**config.mk**
```make
export PLATFORM = sky130hd
export DESIGN_NAME = priority_interrupt_post_and_dispatch
export DESIGN_NICKNAME = d
export VERILOG_FILES = /design/src/rtl/core/pipd_pkg.sv /design/src/rtl/core/priority_interrupt_post_and_dispatch.sv
export SDC_FILE = /design/constraint.sdc
export NUM_CORES = 1
export LEC_CHECK = 0
export CAP_MARGIN = 30
export CORE_MARGIN = 2
export CORE_UTILIZATION = 35
export DETAILED_ROUTE_END_ITERATION = 8
export DONT_BUFFER_PORTS = 1
export PLACE_DENSITY = 0.56
export SLEW_MARGIN = 10
export SYNTH_ARGS = -nofsm -noshare
export SYNTH_HDL_FRONTEND = slang
export SYNTH_SLANG_ARGS = --single-unit
```
**constraint.sdc**
```tcl
create_clock -name clock -period 9 [get_ports clock]
set_input_delay 0.45 -clock clock [delete_from_list [all_inputs] [get_ports clock]]
set_output_delay 0.45 -clock clock [all_outputs]
set_load 0.02 [all_outputs]
```
**src/rtl/core/pipd_pkg.sv**
```systemverilog
// Shared types, constants and helper functions for the pending-interrupt controller.
package pipd_pkg;

   localparam int NumWords      = 8;
   localparam int WordWidth     = 32;
   localparam int WordAddrWidth = $clog2(NumWords);
   localparam int LevelWidth    = 5;
   localparam int VectorWidth   = 8;
   localparam int AddrWidth     = 32;

   localparam logic [LevelWidth-1:0] TopLevel    = 5'd31;
   localparam logic [AddrWidth-1:0]  EntryOffset = 32'd4;

   localparam logic OP_RAISE = 1'b0;
   localparam logic OP_CHECK = 1'b1;

   typedef struct packed {
      logic [2:0]             pad;
      logic [LevelWidth-1:0]  current_priority;
      logic [VectorWidth-1:0] vector;
   } req_data_type;

   typedef struct packed {
      logic [5:0]             pad;
      logic [AddrWidth-1:0]   entry_address;
      logic                   posted;
      logic [VectorWidth-1:0] dispatched_vector;
      logic                   dispatched;
   } rsp_data_type;

   function automatic logic [4:0] top_bit32(input logic [31:0] x);
      logic [4:0] idx;
      idx = 5'd0;
      for (int i = 0; i < 32; i++) begin
         if (x[i]) begin
            idx = 5'(i);
         end
      end
      return idx;
   endfunction

   function automatic logic [2:0] top_bit8(input logic [7:0] x);
      logic [2:0] idx;
      idx = 3'd0;
      for (int i = 0; i < 8; i++) begin
         if (x[i]) begin
            idx = 3'(i);
         end
      end
      return idx;
   endfunction

   function automatic logic may_dispatch(input logic [LevelWidth-1:0] prio,
                                         input logic [LevelWidth-1:0] cur);
      return (prio == TopLevel) || (prio > cur);
   endfunction

endpackage

```
**src/rtl/core/priority_interrupt_post_and_dispatch.sv**
```systemverilog
// Top level of the pending-interrupt controller with its pending-vector memory.
//
//   channel  direction  handshake             payload
//   req      in         req_tvalid/req_tready tuser: operation; tdata: vector, priority
//   rsp      out        rsp_tvalid/rsp_tready tdata: dispatched, vector, posted, address
//   csr      in         csr_we                csr_wdata: table base
//
// Each item passes a read step, which fetches its pending word from the memory,
// and an update step, which changes and writes it back; the memory's registered read port splits them.
// The result sits in an output register; the next item is taken while it waits,
// and the update step stalls only while a previous result is still held.
// Reset clears the level bits, the word valid bits and the table base at once.
module priority_interrupt_post_and_dispatch
   import pipd_pkg::*;
(
   input  logic        clock,
   input  logic        reset,
   input  logic        req_tvalid,
   output logic        req_tready,
   input  logic [0:0]  req_tuser,   // [0] operation
   input  logic [15:0] req_tdata,   // [7:0] vector, [12:8] current_priority, zero fill
   output logic        rsp_tvalid,
   input  logic        rsp_tready,
   output logic [47:0] rsp_tdata,   // [0] dispatched, [8:1] dispatched_vector,
                                    // [9] posted, [41:10] entry_address, zero fill
   input  logic        csr_we,
   input  logic [31:0] csr_wdata
);

   localparam logic ST_IDLE = 1'b0;
   localparam logic ST_RMW  = 1'b1;

   logic                      state_ff, state_in;
   logic                      op_ff;
   logic [VectorWidth-1:0]    vec_ff;
   logic [LevelWidth-1:0]     cur_ff;
   logic [LevelWidth-1:0]     lvl_ff;
   logic                      lvl_any_ff;
   logic [WordAddrWidth-1:0]  word_ff, word_in;
   logic [WordWidth-1:0]      rd_data_ff;
   logic                      rd_valid_ff;
   logic [NumWords-1:0]       mem_valid_ff;
   logic [WordWidth-1:0]      levels_ff, levels_in;
   logic [AddrWidth-1:0]      base_ff;
   logic                      rsp_valid_ff;
   rsp_data_type              rsp_data_ff, rsp_data_in;
   logic [WordWidth-1:0]      pend_mem [NumWords];

   req_data_type              req_data;
   logic                      accept;
   logic                      fire;
   logic                      wr_en;
   logic [WordWidth-1:0]      wr_data;
   logic [LevelWidth-1:0]     req_top;

   logic [WordWidth-1:0]      cur_word;
   logic [LevelWidth-1:0]     rs_prio;
   logic [7:0]                chk_byte;
   logic [7:0]                new_byte;
   logic [2:0]                chk_off;
   logic [VectorWidth-1:0]    chk_vec;
   logic [WordWidth-1:0]      cleared_word;

   assign req_data   = req_tdata;
   assign req_tready = (state_ff == ST_IDLE);
   assign accept     = req_tvalid && req_tready;
   assign fire       = (state_ff == ST_RMW) && (!rsp_valid_ff || rsp_tready);
   assign rsp_tvalid = rsp_valid_ff;
   assign rsp_tdata  = rsp_data_ff;
   assign req_top    = top_bit32(levels_ff);

   always_comb begin
      word_in = (req_tuser[0] == OP_CHECK) ? req_top[4:2] : req_data.vector[7:5];
   end

   always_comb begin
      cur_word     = rd_valid_ff ? rd_data_ff : '0;
      rs_prio      = vec_ff[7:3];
      chk_byte     = cur_word[{lvl_ff[1:0], 3'b000} +: 8];
      chk_off      = top_bit8(chk_byte);
      chk_vec      = {lvl_ff, chk_off};
      cleared_word = cur_word & ~(32'd1 << chk_vec[4:0]);
      new_byte     = cleared_word[{lvl_ff[1:0], 3'b000} +: 8];
      wr_en        = 1'b0;
      wr_data      = cur_word;
      levels_in    = levels_ff;
      rsp_data_in  = '0;
      unique case (op_ff)
         OP_RAISE: begin
            if (vec_ff[7:3] != 5'd0) begin
               if (may_dispatch(rs_prio, cur_ff)) begin
                  rsp_data_in.dispatched        = 1'b1;
                  rsp_data_in.dispatched_vector = vec_ff;
               end else begin
                  wr_en                  = 1'b1;
                  wr_data                = cur_word | (32'd1 << vec_ff[4:0]);
                  levels_in[rs_prio]     = 1'b1;
                  rsp_data_in.posted     = 1'b1;
               end
            end
         end
         OP_CHECK: begin
            if (lvl_any_ff && (chk_byte != 8'd0) && (lvl_ff != 5'd0)
                && may_dispatch(lvl_ff, cur_ff)) begin
               wr_en                         = 1'b1;
               wr_data                       = cleared_word;
               if (new_byte == 8'd0) begin
                  levels_in[lvl_ff] = 1'b0;
               end
               rsp_data_in.dispatched        = 1'b1;
               rsp_data_in.dispatched_vector = chk_vec;
            end
         end
         default: begin
         end
      endcase
      if (rsp_data_in.dispatched) begin
         rsp_data_in.entry_address = base_ff + EntryOffset
                                     + {22'd0, rsp_data_in.dispatched_vector, 2'b00};
      end
   end

   always_comb begin
      state_in = state_ff;
      unique case (state_ff)
         ST_IDLE: begin
            if (accept) begin
               state_in = ST_RMW;
            end
         end
         ST_RMW: begin
            if (fire) begin
               state_in = ST_IDLE;
            end
         end
         default: state_in = ST_IDLE;
      endcase
   end

   always_ff @(posedge clock) begin
      if (accept) begin
         rd_data_ff <= pend_mem[word_in];
      end
      if (fire && wr_en) begin
         pend_mem[word_ff] <= wr_data;
      end
   end

   always_ff @(posedge clock) begin
      if (accept) begin
         op_ff       <= req_tuser[0];
         vec_ff      <= req_data.vector;
         cur_ff      <= req_data.current_priority;
         lvl_ff      <= req_top;
         lvl_any_ff  <= (levels_ff != '0);
         word_ff     <= word_in;
         rd_valid_ff <= mem_valid_ff[word_in];
      end
      if (fire) begin
         rsp_data_ff <= rsp_data_in;
      end
   end

   always_ff @(posedge clock) begin
      if (reset) begin
         state_ff     <= ST_IDLE;
         mem_valid_ff <= '0;
         levels_ff    <= '0;
         base_ff      <= '0;
         rsp_valid_ff <= 1'b0;
      end else begin
         state_ff <= state_in;
         if (csr_we) begin
            base_ff <= csr_wdata;
         end
         if (fire) begin
            levels_ff    <= levels_in;
            rsp_valid_ff <= 1'b1;
            if (wr_en) begin
               mem_valid_ff[word_ff] <= 1'b1;
            end
         end else if (rsp_tready) begin
            rsp_valid_ff <= 1'b0;
         end
      end
   end

`ifndef SYNTHESIS
   a_accept_starts_update: assert property (@(posedge clock) disable iff (reset)
      accept |=> (state_ff == ST_RMW) && !req_tready)
      else $error("Accepted item did not enter the update step.");

   a_level_zero_never_pending: assert property (@(posedge clock) disable iff (reset)
      !levels_ff[0])
      else $error("Invalid priority level marked pending.");

   a_result_exclusive: assert property (@(posedge clock) disable iff (reset)
      rsp_valid_ff |-> !(rsp_data_ff.dispatched && rsp_data_ff.posted))
      else $error("Result both dispatched and posted.");

   a_held_result_kept: assert property (@(posedge clock) disable iff (reset)
      (rsp_valid_ff && !rsp_tready) |=> rsp_valid_ff && $stable(rsp_data_ff))
      else $error("Held result changed before it was taken.");
`endif

endmodule
```
Yosys cells after proc, flatten, opt, wreduce, memory -nomap -nowiden

Memories as Yosys holds them, arrays and structs flattened. A register that Yosys moved wholly into a read port is not among the register bits.
Cells that the tools add are included.
W data, S select, Z words.

Bitwise operators: 10
Equality and inequality tests: 6
Magnitude comparators: 9
Add/subtract/negate cells: 2
Shift-type cells: 4
Mux-type cells: 72
Reduce and logical (&&, ||, !) cells: 23

Operators with widths:

| cell                    | count |
|---|---|
| $mux W32                | 8 |
| $mux W5                 | 28 |
| $pmux W32 S2            | 2 |
| $and A32 B32 Y32        | 2 |
| $not A32 Y32            | 2 |
| $or A32 B32 Y32         | 2 |
| $shiftx A32 B6 Y8       | 2 |
| $shl A1 B5 Y32 const A  | 2 |
| $add A32 B10 Y32        | 1 |
| $add A32 B3 Y32 const B | 1 |
| $reduce_bool A32 Y1     | 1 |
| $mux W9                 | 3 |
| $mux W3                 | 7 |
| $pmux W9 S2             | 1 |
| $mux W1                 | 15 |
| $lt A5 B6 Y1 const B    | 2 |
| $demux W1 S5            | 2 |
| $eq A5 B5 Y1 const B    | 2 |
| $ge A5 B1 Y1 const B    | 2 |
| $gt A5 B5 Y1            | 2 |
| $reduce_bool A5 Y1      | 2 |
| $logic_and A1 B1 Y1     | 9 |
| $logic_not A8 Y1        | 1 |
| $lt A3 B4 Y1 const B    | 2 |
| other kinds (16)        | 25 |

Memory bits (writable): 256
Register bits: 140
Word-level logic and storage cells: 145
Output and inout port bits: 50
Memories: 1

Memories:

| memory   | depth | bits a word | read ports | clocked after memory_dff | wr ports | RTL line                                   | text |
|---|---|---|---|---|---|---|---|
| pend_mem | 8     | 32          | 1          | 1                        | 1        | priority_interrupt_post_and_dispatch.sv:47 | `logic [WordWidth-1:0] pend_mem [NumWords];` |

Logic depth before layout (Yosys ltp)

Gate-level depths: netlist of run 1.

Depth after elaboration: 34
Mapped depth: 22

Worst setup path after synthesis of run 1

No wires, ideal clock.

Kind: input to register
Start point: in rsp_tready
End point: mem pend_mem[1][0], enable pin
Path buffers: 2
Slack: 2.677 ns
Setup time: 0.502 ns
Stages: 6
Data arrival time: 5.821 ns
Cell sequence: nand2b_1 and2_1 clkbuf_1 o21ai_1 clkbuf_1 nor4_1

Word-level cells in the longest chain between the ends: 5

Ends and longest elaborated chain:

| item                          | RTL line                                    | text |
|---|---|---|
| from (decl)                   | priority_interrupt_post_and_dispatch.sv:23  | `input logic rsp_tready,` |
| $logic_or A1 B1 Y1            | priority_interrupt_post_and_dispatch.sv:67  | `assign fire = (state_ff == ST_RMW) && (!rsp_valid_ff \|\| rsp_tready);` |
| $logic_and A1 B1 Y1           | priority_interrupt_post_and_dispatch.sv:67  |  |
| net fire                      | priority_interrupt_post_and_dispatch.sv:51  | `logic fire;` |
| $logic_and A1 B1 Y1           | priority_interrupt_post_and_dispatch.sv:144 | `if (fire && wr_en) begin` |
| $mux W1                       | priority_interrupt_post_and_dispatch.sv:144 |  |
| $mux W1 (implied by the code) | priority_interrupt_post_and_dispatch.sv:145 | `pend_mem[word_ff] <= wr_data;` |
| to (decl)                     | priority_interrupt_post_and_dispatch.sv:47  |  |

The timed path passes the listed nets, and every way through them passes these cells.

==> metrics.txt, run 1 <==
Die W around 230 um; DR vias/cell around 5.5; pre-CTS WS roughly 3.0 ns; first drt pass iteration count 6; Post-DRT Antenna Nets 0; Yosys cell types 72; Setup-failing EPs final 0; Reg clk slew, reported paths approximately 0.060 ns; port bufs 0; H-tree Lvls 2; Post-Synth Simple-Gate Area 0.145; WP data arrival ~6.4 ns; Area Growth Syn to Fin 14.0%; Most Used Layer, Global Route met2; CTS Hold Buffers Added 20; register area approximately 12000 um2; Worst setup EP type flip-flop; largest fanout on the critical path 15; Synth Instances 1549; design area 21200 um2; largest family of logic cells by synthesized area simple AND/OR/NAND/NOR gates; die height 234 um; power density cells ~220 nW/um2; initial antenna violation count 1; clock sink total approximately 430; Rel. slew slack 0.352; dpl cells approximately 2200; top-area cell type share of the netlist area 0.573; Setup Total Neg Slack 0 ns; Hold Startpoint csr_wdata[5]; Synth Area in Adders 0.0186; vias in the first global route between 10000 and 15000; peak supply drop 0.148 mV; final worst slack roughly 3.0 ns; met1 global-route usage 0.234; Worst Skew ~0.023 ns; Crit Path Category flip-flop to flip-flop; Fin. Hold Viols 0; P_leak roughly 7.3 nW; Post-synth EDFFs 354; CP startpoint kind flip-flop; max-slew violation count 0; top-count cell post-synth edfxtp_1; Compound-Gate Fraction of Synth Area 0.114; worst path required time between 9 and 10 ns; FP Rows 84; sequential-to-total area share from yosys stat 0.652; top cells by count, synth 354 x edfxtp_1, 232 x nand2_1, 109 x nand3_1; vias roughly 12000; Post-Layout Cell Count around 2300; met2 Track Usage GR 0.278; crit path from lvl_ff[0]; post-synthesis mux area share 0.0280; Area contributors post-synth edfxtp_1 57%, dfxtp_1 8.0%, nand2_1 4.7%, nand3_1 2.9%, a21oi_1 2.2%; DP HPWL around 27000 um; post-CTS sizing 0; core area around 52000 um2; Yosys reg bits 428; routability cong. 0.835; CTS tree built; io pins about 100; min cycle time layout between 6 and 7 ns; Fillers about 4900; Max Freq ~0.17 GHz; async set-reset flop share out of synthesis 0; All-Layer GR Usage 0.172; Syn Area/Cell about 12 um2; worst-case clock buffer depth 3; M3 GR Usage 0.0319; Reg-to-Reg Start lvl_ff[0]; routed len/inst roughly 21 um; RSZ-0062 raised after global routing no; postcts setup bufs 0; Post-Route WL between 40000 and 50000 um; nets 1630; share of layout cells above drive strength 1 0.0907; clk_lat worst skew about 0.6 ns; Max Cap Viol 0; synth warn 0; status finished, final reports clean; worst-margin pin slew about 0.97 ns; GR Overflow Total 0; Root Buffer clkbuf_16; Post-synth top flop edfxtp_1; Starting DRT DRC Count 1121; DR DRC count 0; CTS Buf Count 47; die area 54900 um2; Placed Area between 15000 and 20000 um2; xor and xnor area share after synthesis 0.0123; Yosys top cell by area edfxtp_1; Tcrit/Tclk final 0.670; Hold Path Class input port to flip-flop; Tot Pwr around 0.0046 W; area of the multi-input gates 6030 um2; first-pass GRT wire length 72000 um; Syn Std Cell Area 18600 um2; Starting Density 0.354; largest net degree at the start of global routing a little under 90
## sequential cells by signal, indices dropped and copies added (netlist names)
name and flops:
cur_ff 5, rd_data_ff 32, rsp_tvalid 1, rd_valid_ff 1, lvl_any_ff 1, op_ff 1
rsp_tdata 42, levels_ff 32, mem_valid_ff 8, lvl_ff 5, state_ff 1, word_ff 3
vec_ff 8, pend_mem 256, base_ff 32
## through the flow
stage          hold WS (ns)   util
4_1_cts            0.000885  0.404
3_3_place_gp          0.441  0.368
2_1_floorplan         0.420      -
6_report             0.0259  0.404
3_5_place_dp          0.440  0.370
5_1_grt             0.00937  0.404
## placed cells by master (no fill, tap or decap), types with 6 or more instances in the layout
| cell type | count |
|---|---|
| nor3_2 | 8 |
| dfxtp_1 | 74 |
| buf_4 | 25 |
| ha_1 | 26 |
| inv_1 | 30 |
| mux4_2 | 8 |
| o311ai_1 | 17 |
| nand2b_1 | 7 |
| a22oi_1 | 33 |
| and3_1 | 39 |
| nand2_1 | 232 |
| o32ai_1 | 6 |
| nor2b_1 | 15 |
| nand3_1 | 109 |
| a21oi_1 | 82 |
| clkinv_1 | 6 |
| edfxtp_1 | 354 |
| nor4_1 | 10 |
| a211oi_1 | 6 |
| o211ai_1 | 16 |
| o21ai_1 | 66 |
| mux2i_1 | 32 |
| o21bai_1 | 7 |
| clkinv_2 | 11 |
| nor3_1 | 14 |
| and2_1 | 6 |
| nor2_1 | 91 |
| xnor2_1 | 21 |
| a311oi_1 | 32 |
| conb_1 | 6 |
| dlygate4sd3_1 | 19 |
| nor3b_1 | 7 |
| clkbuf_16 | 48 |
| or3_1 | 6 |
| clkbuf_1 | 9 |
## path summary, 6_finish.rpt
path / endpoint / slack (ns) / cells after the start
hold / removal: base_ff[5] / 0.03 / 2
hold reg to reg: mem_valid_ff[0] / 0.46 / 2
setup / recovery: rsp_tdata[33] / 2.97 / 17
setup reg to reg: rsp_tdata[33] / 2.97 / 17
## worst max-delay path: stages (launching register included)
cell      delay (ns)
edfxtp_1        0.32
buf_4           0.32
mux4_2          0.66
or4_4           0.65
nor4bb_1        0.54
a211oi_4        0.20
a32o_1          0.35
ha_1            0.29
ha_1            0.23
fa_1            0.41
a21o_1          0.19
a21oi_1         0.23
o21bai_1        0.11
a2111o_1        0.43
nand4_1         0.39
or2_2           0.22
xor2_1          0.14
nor2_1          0.05
## power by group
group / switching (W) / internal [W]
combinational: 0.000244 / 0.000117
sequential: 0.0000519 / 0.00222
clock: 0.000785 / 0.00116
total: 0.00108 / 0.00349
## logic make-up after synthesis
kind of cell / count (synthesis)
adders and majority gates: 27
buffers and inverters: 136
xor gates and xnor gates: 26
other: 1
muxes: 42
DFF: 428
and+or+nand+nor: 577
AOI/OAI and AO/OA: 312
## final cells by class
type | instances | share of cell area
Antenna cell | 1 | 0.000118
Clock buffer | 61 | 0.0609
Clock inverter | 27 | 0.0132
Inverter | 35 | 0.00632
Multi-Input combinational cell | 990 | 0.285
Sequential cell | 428 | 0.572
Tap cell | 688 | 0.0407
Timing Repair Buffer | 47 | 0.0214
## routing by layer
metal | vias up | wire [um]
met4 | 0 | 1070
met5 | - | 0
met1 | 6147 | 21000
met2 | 415 | 22200
li1 | 5813 | -
met3 | 77 | 2990
No activity file was read; power rests on OpenSTA's default activity.
==> run 2, diff against run 1 <==
clock period = 6.1 ns   (was 9 ns; I/O delays follow)
==> run 2 against run 1 <==
Effect of this change: non-clock buffer count increased by 65; die area unchanged; combinational power increased by 59%; largest cell class unchanged.
==> metrics.txt, run 2 (synthesis gave the netlist of run 1 again) <==
DR vias/cell 5.40 (-1.3%); port bufs 0 (unchanged); core area 52400 um2 (unchanged); Hold Path Class input port to flip-flop; peak supply drop 0.203 mV (+37%); hold slack 0.0222 ns (-0.00371 ns); design area 21800 um2 (+3.0%); Crit Path Category flip-flop to flip-flop; met2 Track Usage GR 0.277 (-0.000645); P_leak 7.51 nW (+3.3%); Fillers 4788 (-2.4%); Rel. slew slack 0.344 (-0.00867); clock sink total 428 (unchanged); worst path required time 6.43 ns (-2.89 ns); nets 1696 (+4.0%); CTS tree built; antenna cells 0 (-1); vias in the first global route 12000 (+1.6%); Fin. Hold Viols 0 (unchanged); Setup Total Neg Slack 0 ns (unchanged); Post-DRT Antenna Nets 0 (unchanged); largest net degree at the start of global routing 74 (-15%); All-Layer GR Usage 0.172 (+0.000217); clk_lat worst skew 0.59 ns (about the same); Root Buffer clkbuf_16; most frequent cells in the layout 354 x edfxtp_1, 232 x nand2_1, 109 x nand3_1; share of layout cells above drive strength 1 0.0884 (-0.00225); FP Rows 84 (unchanged); most common cell after layout, fill and taps aside edfxtp_1; Worst setup EP type flip-flop; Post-Route WL 47400 um (+0.34%); WP data arrival 5.96 ns (-0.39 ns); Area Growth Syn to Fin 17.4%; flip-flop count of the largest register after layout 256 (unchanged); Worst Skew 0.0319 ns (+0.00918 ns); Starting DRT DRC Count 1029 (-8.2%); RSZ-0062 raised after global routing no; GR Overflow Total 0 (unchanged); DR DRC count 0 (unchanged); Starting Density 0.354 (unchanged); DP HPWL 27700 um (+3.0%); largest fanout on the critical path 8 (-7); M3 GR Usage 0.0383 (+0.00644); Most Used Layer, Global Route met2; final worst slack 0.466 ns (-2.50 ns); Setup-failing EPs final 0 (unchanged); Reg clk slew, reported paths 0.06 ns (about the same); Top reg by flops pend_mem; Placed Area 19400 um2 (about the same); status finished, final reports clean; routability cong. 0.846 (+1.2%); routed len/inst 20.3 um (-2.3%); first-pass GRT wire length 72100 um (+0.21%); Tcrit/Tclk final 0.924 (+0.253); power density cells 313 nW/um2 (+45%); Die W 234 um (unchanged); worst-case clock buffer depth 3 (unchanged); die area 54900 um2 (unchanged); first drt pass iteration count 5 (-1); die height 234 um (unchanged); Tot Pwr 0.00683 W (+49%); met1 global-route usage 0.229 (-0.00476); max-slew violation count 0 (unchanged); pre-CTS WS 0.399 ns (-2.62 ns); Max Cap Viol 0 (unchanged); min cycle time layout 5.63 ns (-0.397 ns); CP startpoint kind flip-flop; H-tree Lvls 2 (unchanged); worst-margin pin slew 0.979 ns (+0.00766 ns); io pins 104 (unchanged); vias 12600 (+1.4%); initial antenna violation count 1 (unchanged); Max Freq 0.178 GHz (+7.0%); CTS Buf Count 48 (+2.1%)
==> run 2: cell count changes in the layout (fill, tap and decap cells not counted) <==
cell           before  now
dlygate4sd3_1      19   80
buf_4              25   30
clkbuf_8            4    0
clkbuf_1            9    6
clkinv_1            6    9
buf_16              2    0
clkbuf_16          48   50
buf_12              1    2
bufinv_16           5    6
clkinvlp_4          1    2
diode_2             1    0
inv_4               2    1
inv_6               2    1
==> run 2: metrics by stage <==
stage               cells  utilization
floorplan            1554            -
CTS                  2339        0.416
global placement     2171        0.369
finish               2339        0.416
global route         2339        0.416
detailed placement   2172        0.370
==> run 2: worst max-delay path, stage by stage (launching register included) <==
cell and delay (ns):
edfxtp_1 0.54, mux4_2 0.63, or4_4 0.62, nor4bb_1 0.53
a211oi_4 0.10, a32o_1 0.31, ha_1 0.28, ha_1 0.23
fa_1 0.41, a21o_1 0.19, a21oi_1 0.23, o21bai_1 0.12
a2111o_1 0.44, nand4_1 0.35, or2_2 0.21, xor2_1 0.15
nor2_1 0.05
==> run 2: final timing paths <==
check        cells after the start            start  slack (ns)               to
max reg2reg                     16        lvl_ff[0]        0.47    rsp_tdata[33]
max                             16        lvl_ff[0]        0.47    rsp_tdata[33]
min reg2reg                      2  mem_valid_ff[0]        0.46  mem_valid_ff[0]
min                              2            reset        0.02      base_ff[25]
==> run 2: where the power goes <==
part	switching (W)	internal, W
clock network	0.00116	0.00174
registers	0.0000788	0.00327
logic	0.000370	0.000204
==> run 2: layout make-up <==
class	count	area [um2]	share of cell area
sequential	428	12100	0.556
multi-input combinational	990	6030	0.277
clock buffer	56	1270	0.0584
timing repair buffer	112	1070	0.0489
tap	688	861	0.0395
clock inverter	30	314	0.0144
inverter	35	134	0.00614
==> run 2: what timing repair did <==
action / 4_1_cts / 5_1_grt
hold buffers: 81 / 0
buffers inserted: 0 / 0
resized for setup: 0 / 0
hold endpoints to repair: 57 / 0
==> run 2: routing by layer <==
metal | up-vias | wire length [um] | share of wire
met2 | 404 | 22200 | 0.47
met3 | 83 | 2940 | 0.062
li1 | 5930 | - | -
met5 | - | 0 | 0
met1 | 6213 | 21000 | 0.44
met4 | 0 | 1320 | 0.028
==> run 3, diff against run 2 <==
ABC_AREA = 1   (was unset)
==> run 3 against run 2 <==
Effect of this change: worst setup slack improved by 0.097 ns; global-route usage rose by 0.34 points; sequential cell count is the same; clock skew fell by 0.0080 ns; register-to-register slack improved by 0.097 ns; utilization fell by 0.75 points; clock power decreased by 6%; highest routed layer is now met5; total power fell by 0.91%; hold slack better by 0.076 ns; non-clock buffer count fell by 26.
==> metrics.txt, run 3 <==
CP startpoint kind flip-flop; Worst setup EP type flip-flop; Post-Synth Simple-Gate Area 0.147 (+0.00239); Area Growth Syn to Fin 15.1%; worst-margin pin slew 0.936 ns (-0.0426 ns); Int Pwr 0.00504 W (-3.5%); Top reg by flops pend_mem; Hold Startpoint reset; Syn Area/Cell 10.1 um2 (-16%); die height 238 um (+1.5%); WP data arrival 5.99 ns (+0.03 ns); Synth Area in Adders 0.0181 (-0.000543); DR DRC count 0 (unchanged); largest family of logic cells by synthesized area compound AO/OA/AOI/OAI gates; largest fanout on the critical path 12 (+4); CTS Buf Count 47 (-2.1%); Hold Path Class input port to flip-flop; most common cell after layout, fill and taps aside edfxtp_1; peak supply drop 0.182 mV (-10%); Tot Pwr 0.00677 W (-0.91%); Die W 238 um (+1.5%); core area 53900 um2 (+2.8%); status finished, final reports clean; Synth Instances 1898 (+23%); Area contributors post-synth edfxtp_1 56%, dfxtp_1 7.7%, nor2_1 6.7%, o21ai_0 5.8%, nand2_1 4.9%; Yosys reg bits 428 (unchanged); Post-DRT Antenna Nets 0 (unchanged); clk_lat worst skew 0.60 ns (about the same); postcts setup bufs 0 (unchanged); CP max stage cell edfxtp_1; Post-synth EDFFs 354 (unchanged); dpl cells 2534 (+17%); Syn Std Cell Area 19100 um2 (+3.0%); Post-Route WL 50200 um (+5.9%); initial antenna violation count 2 (+1); H-tree Lvls 2 (unchanged); Crit Path Category flip-flop to flip-flop; Compound-Gate Fraction of Synth Area 0.148 (+0.0336); io pins 104 (unchanged); Switching Fraction 0.255 (+0.0199); most frequent cells in the layout 354 x edfxtp_1, 330 x nor2_1, 245 x nand2_1; Logic pwr share 0.098 (+0.014); top-count cell post-synth edfxtp_1; RSZ-0062 raised after global routing no; DR vias/cell 5.28 (-2.3%); Root Buffer clkbuf_16; die area 56500 um2 (+3.0%); DP HPWL 30500 um (+10%); async set-reset flop share out of synthesis 0 (unchanged); vias in the first global route 13800 (+15%); delay of the slowest critical-path stage 0.47 ns (-0.16 ns); largest net degree at the start of global routing 75 (+1.4%); clock sink total 428 (unchanged); synth warn 0 (unchanged); FP Rows 85 (+1.2%); routability cong. 0.897 (+6.0%); Starting Density 0.355 (+0.000666); share of layout cells above drive strength 1 0.0824 (-0.00598); sequential-to-total area share from yosys stat 0.633 (-0.0190); Post-Layout Cell Count 2674 (+14%); Setup Total Neg Slack 0 ns (unchanged); top-area cell type share of the netlist area 0.556 (-0.0167); port bufs 0 (unchanged); first drt pass iteration count 5 (unchanged); Fillers 5134 (+7.2%); Rel. slew slack 0.376 (+0.0319); Fin. Hold Viols 0 (unchanged); Reg clk slew, reported paths 0.06 ns (about the same); crit path from lvl_ff[1]; post-synthesis mux area share 0 (-0.0280); flip-flop count of the largest register after layout 256 (unchanged); Worst Skew 0.0240 ns (-0.00797 ns); Reg-to-Reg Start lvl_ff[1]; Yosys cell types 47 (-35%); worst path required time 6.55 ns (+0.12 ns); CTS tree built; Max Freq 0.181 GHz (+1.8%); Post-synth top flop edfxtp_1; Yosys top cell by area edfxtp_1; switching power total 0.00173 W (+7.5%); P_leak 7.68 nW (+2.2%); min cycle time layout 5.54 ns (-0.0973 ns); routed len/inst 18.8 um (-7.4%); nets 2020 (+19%); xor and xnor area share after synthesis 0.000458 (-0.0118); worst-case clock buffer depth 3 (unchanged); Starting DRT DRC Count 1172 (+14%); max-slew violation count 0 (unchanged); top cells by count, synth 354 x edfxtp_1, 340 x nor2_1, 248 x nand2_1; Reg power frac 0.497 (+0.006); CP dominant cell by count nand2_1; first-pass GRT wire length 77600 um (+7.6%); vias 14100 (+12%); Clk pwr share 0.405 (-0.020); power density cells 308 nW/um2 (-1.8%); GR Overflow Total 0 (unchanged); Max Cap Viol 0 (unchanged); Tcrit/Tclk final 0.908 (-0.0160); All-Layer GR Usage 0.175 (+0.00345); Setup-failing EPs final 0 (unchanged)
-- run 3: cell types whose count changed in the layout (fill, tap and decap cells not counted), sizes merged, moves of 34 or more --
cell,before,now
o22ai,1,54
inv,35,151
and3,39,0
mux2i,34,0
nor2,92,345
nand3,109,57
o21ai,72,233
-- run 3: cells by family (layout without fill, tap and decap cells) --
logic type | count (synthesis) | count (layout)
fa+ha+maj | 27 | 27
buf+inv | 251 | 325
xor+xnor | 1 | 1
other cells | 1 | 7
flops | 428 | 428
simple gates | 691 | 691
compound gates | 499 | 499
-- run 3: through the flow --
step           cell area [um2]  utilization  hold slack [ns]  setup slack [ns]
5_1_grt                  22000        0.408            0.104            0.0246
3_3_place_gp             19900        0.369            0.384             0.390
2_1_floorplan            19100            -            0.403              1.25
6_report                 22000        0.408           0.0978             0.564
4_1_cts                  22000        0.407           0.0666             0.207
3_5_place_dp             20000        0.370            0.386             0.223
-- run 3: what timing repair did --
action / 4_1_cts / 5_1_grt
hold buffers: 50 / 0
hold endpoints to repair: 88 / 0
resized for setup: 0 / 6
setup endpoints to repair: 0 / 4
-- run 3: worst max-delay path, delay by kind of cell (launching register included) --
kind | cells | cell delay [ns]
AOI/OAI and AO/OA | 6 | 0.73
DFF | 1 | 0.47
buffers and inverters | 2 | 0.26
and+or+nand+nor | 22 | 3.22
adders and majority gates | 3 | 0.70
-- run 3: path summary, 6_finish.rpt --
check        depth (start not counted)  slack, ns             to
max reg2reg                         33       0.56  rsp_tdata[39]
min reg2reg                          2       0.44   levels_ff[0]
min                                  2        0.1   levels_ff[0]
max                                 33       0.56  rsp_tdata[39]
-- run 3: final cells by class --
type | count | area, um2 | area share
Multi-Input combinational cell | 1224 | 6120 | 0.278
Antenna cell | 1 | 2.50 | 0.000114
Inverter | 152 | 572 | 0.0260
Clock inverter | 28 | 256 | 0.0117
Tap cell | 696 | 871 | 0.0396
Timing Repair Buffer | 86 | 833 | 0.0379
Sequential cell | 428 | 12100 | 0.550
Clock buffer | 59 | 1230 | 0.0560
-- run 3: routing by layer --
layer,global-route usage,vias to the layer above,share of wire
met2,0.292,450,0.47
met3,0.0315,100,0.059
met5,0,-,0.00026
li1,-,6740,-
met4,0.0551,2,0.024
met1,0.232,6814,0.45
-- run 3: power by group through the flow --
| stage | clock (W) | combinational, W | sequential (W) |
|---|---|---|---|
| 6_report | 0.00274 | 0.000661 | 0.00336 |
| 5_1_grt | 0.00292 | 0.000733 | 0.00337 |
| 4_1_cts | 0.00281 | 0.000656 | 0.00336 |
| 3_5_place_dp | 0 | 0.000617 | 0.00343 |
| 3_3_place_gp | 0 | 0.000603 | 0.00343 |
| 2_1_floorplan | 0 | 0.000443 | 0.00340 |
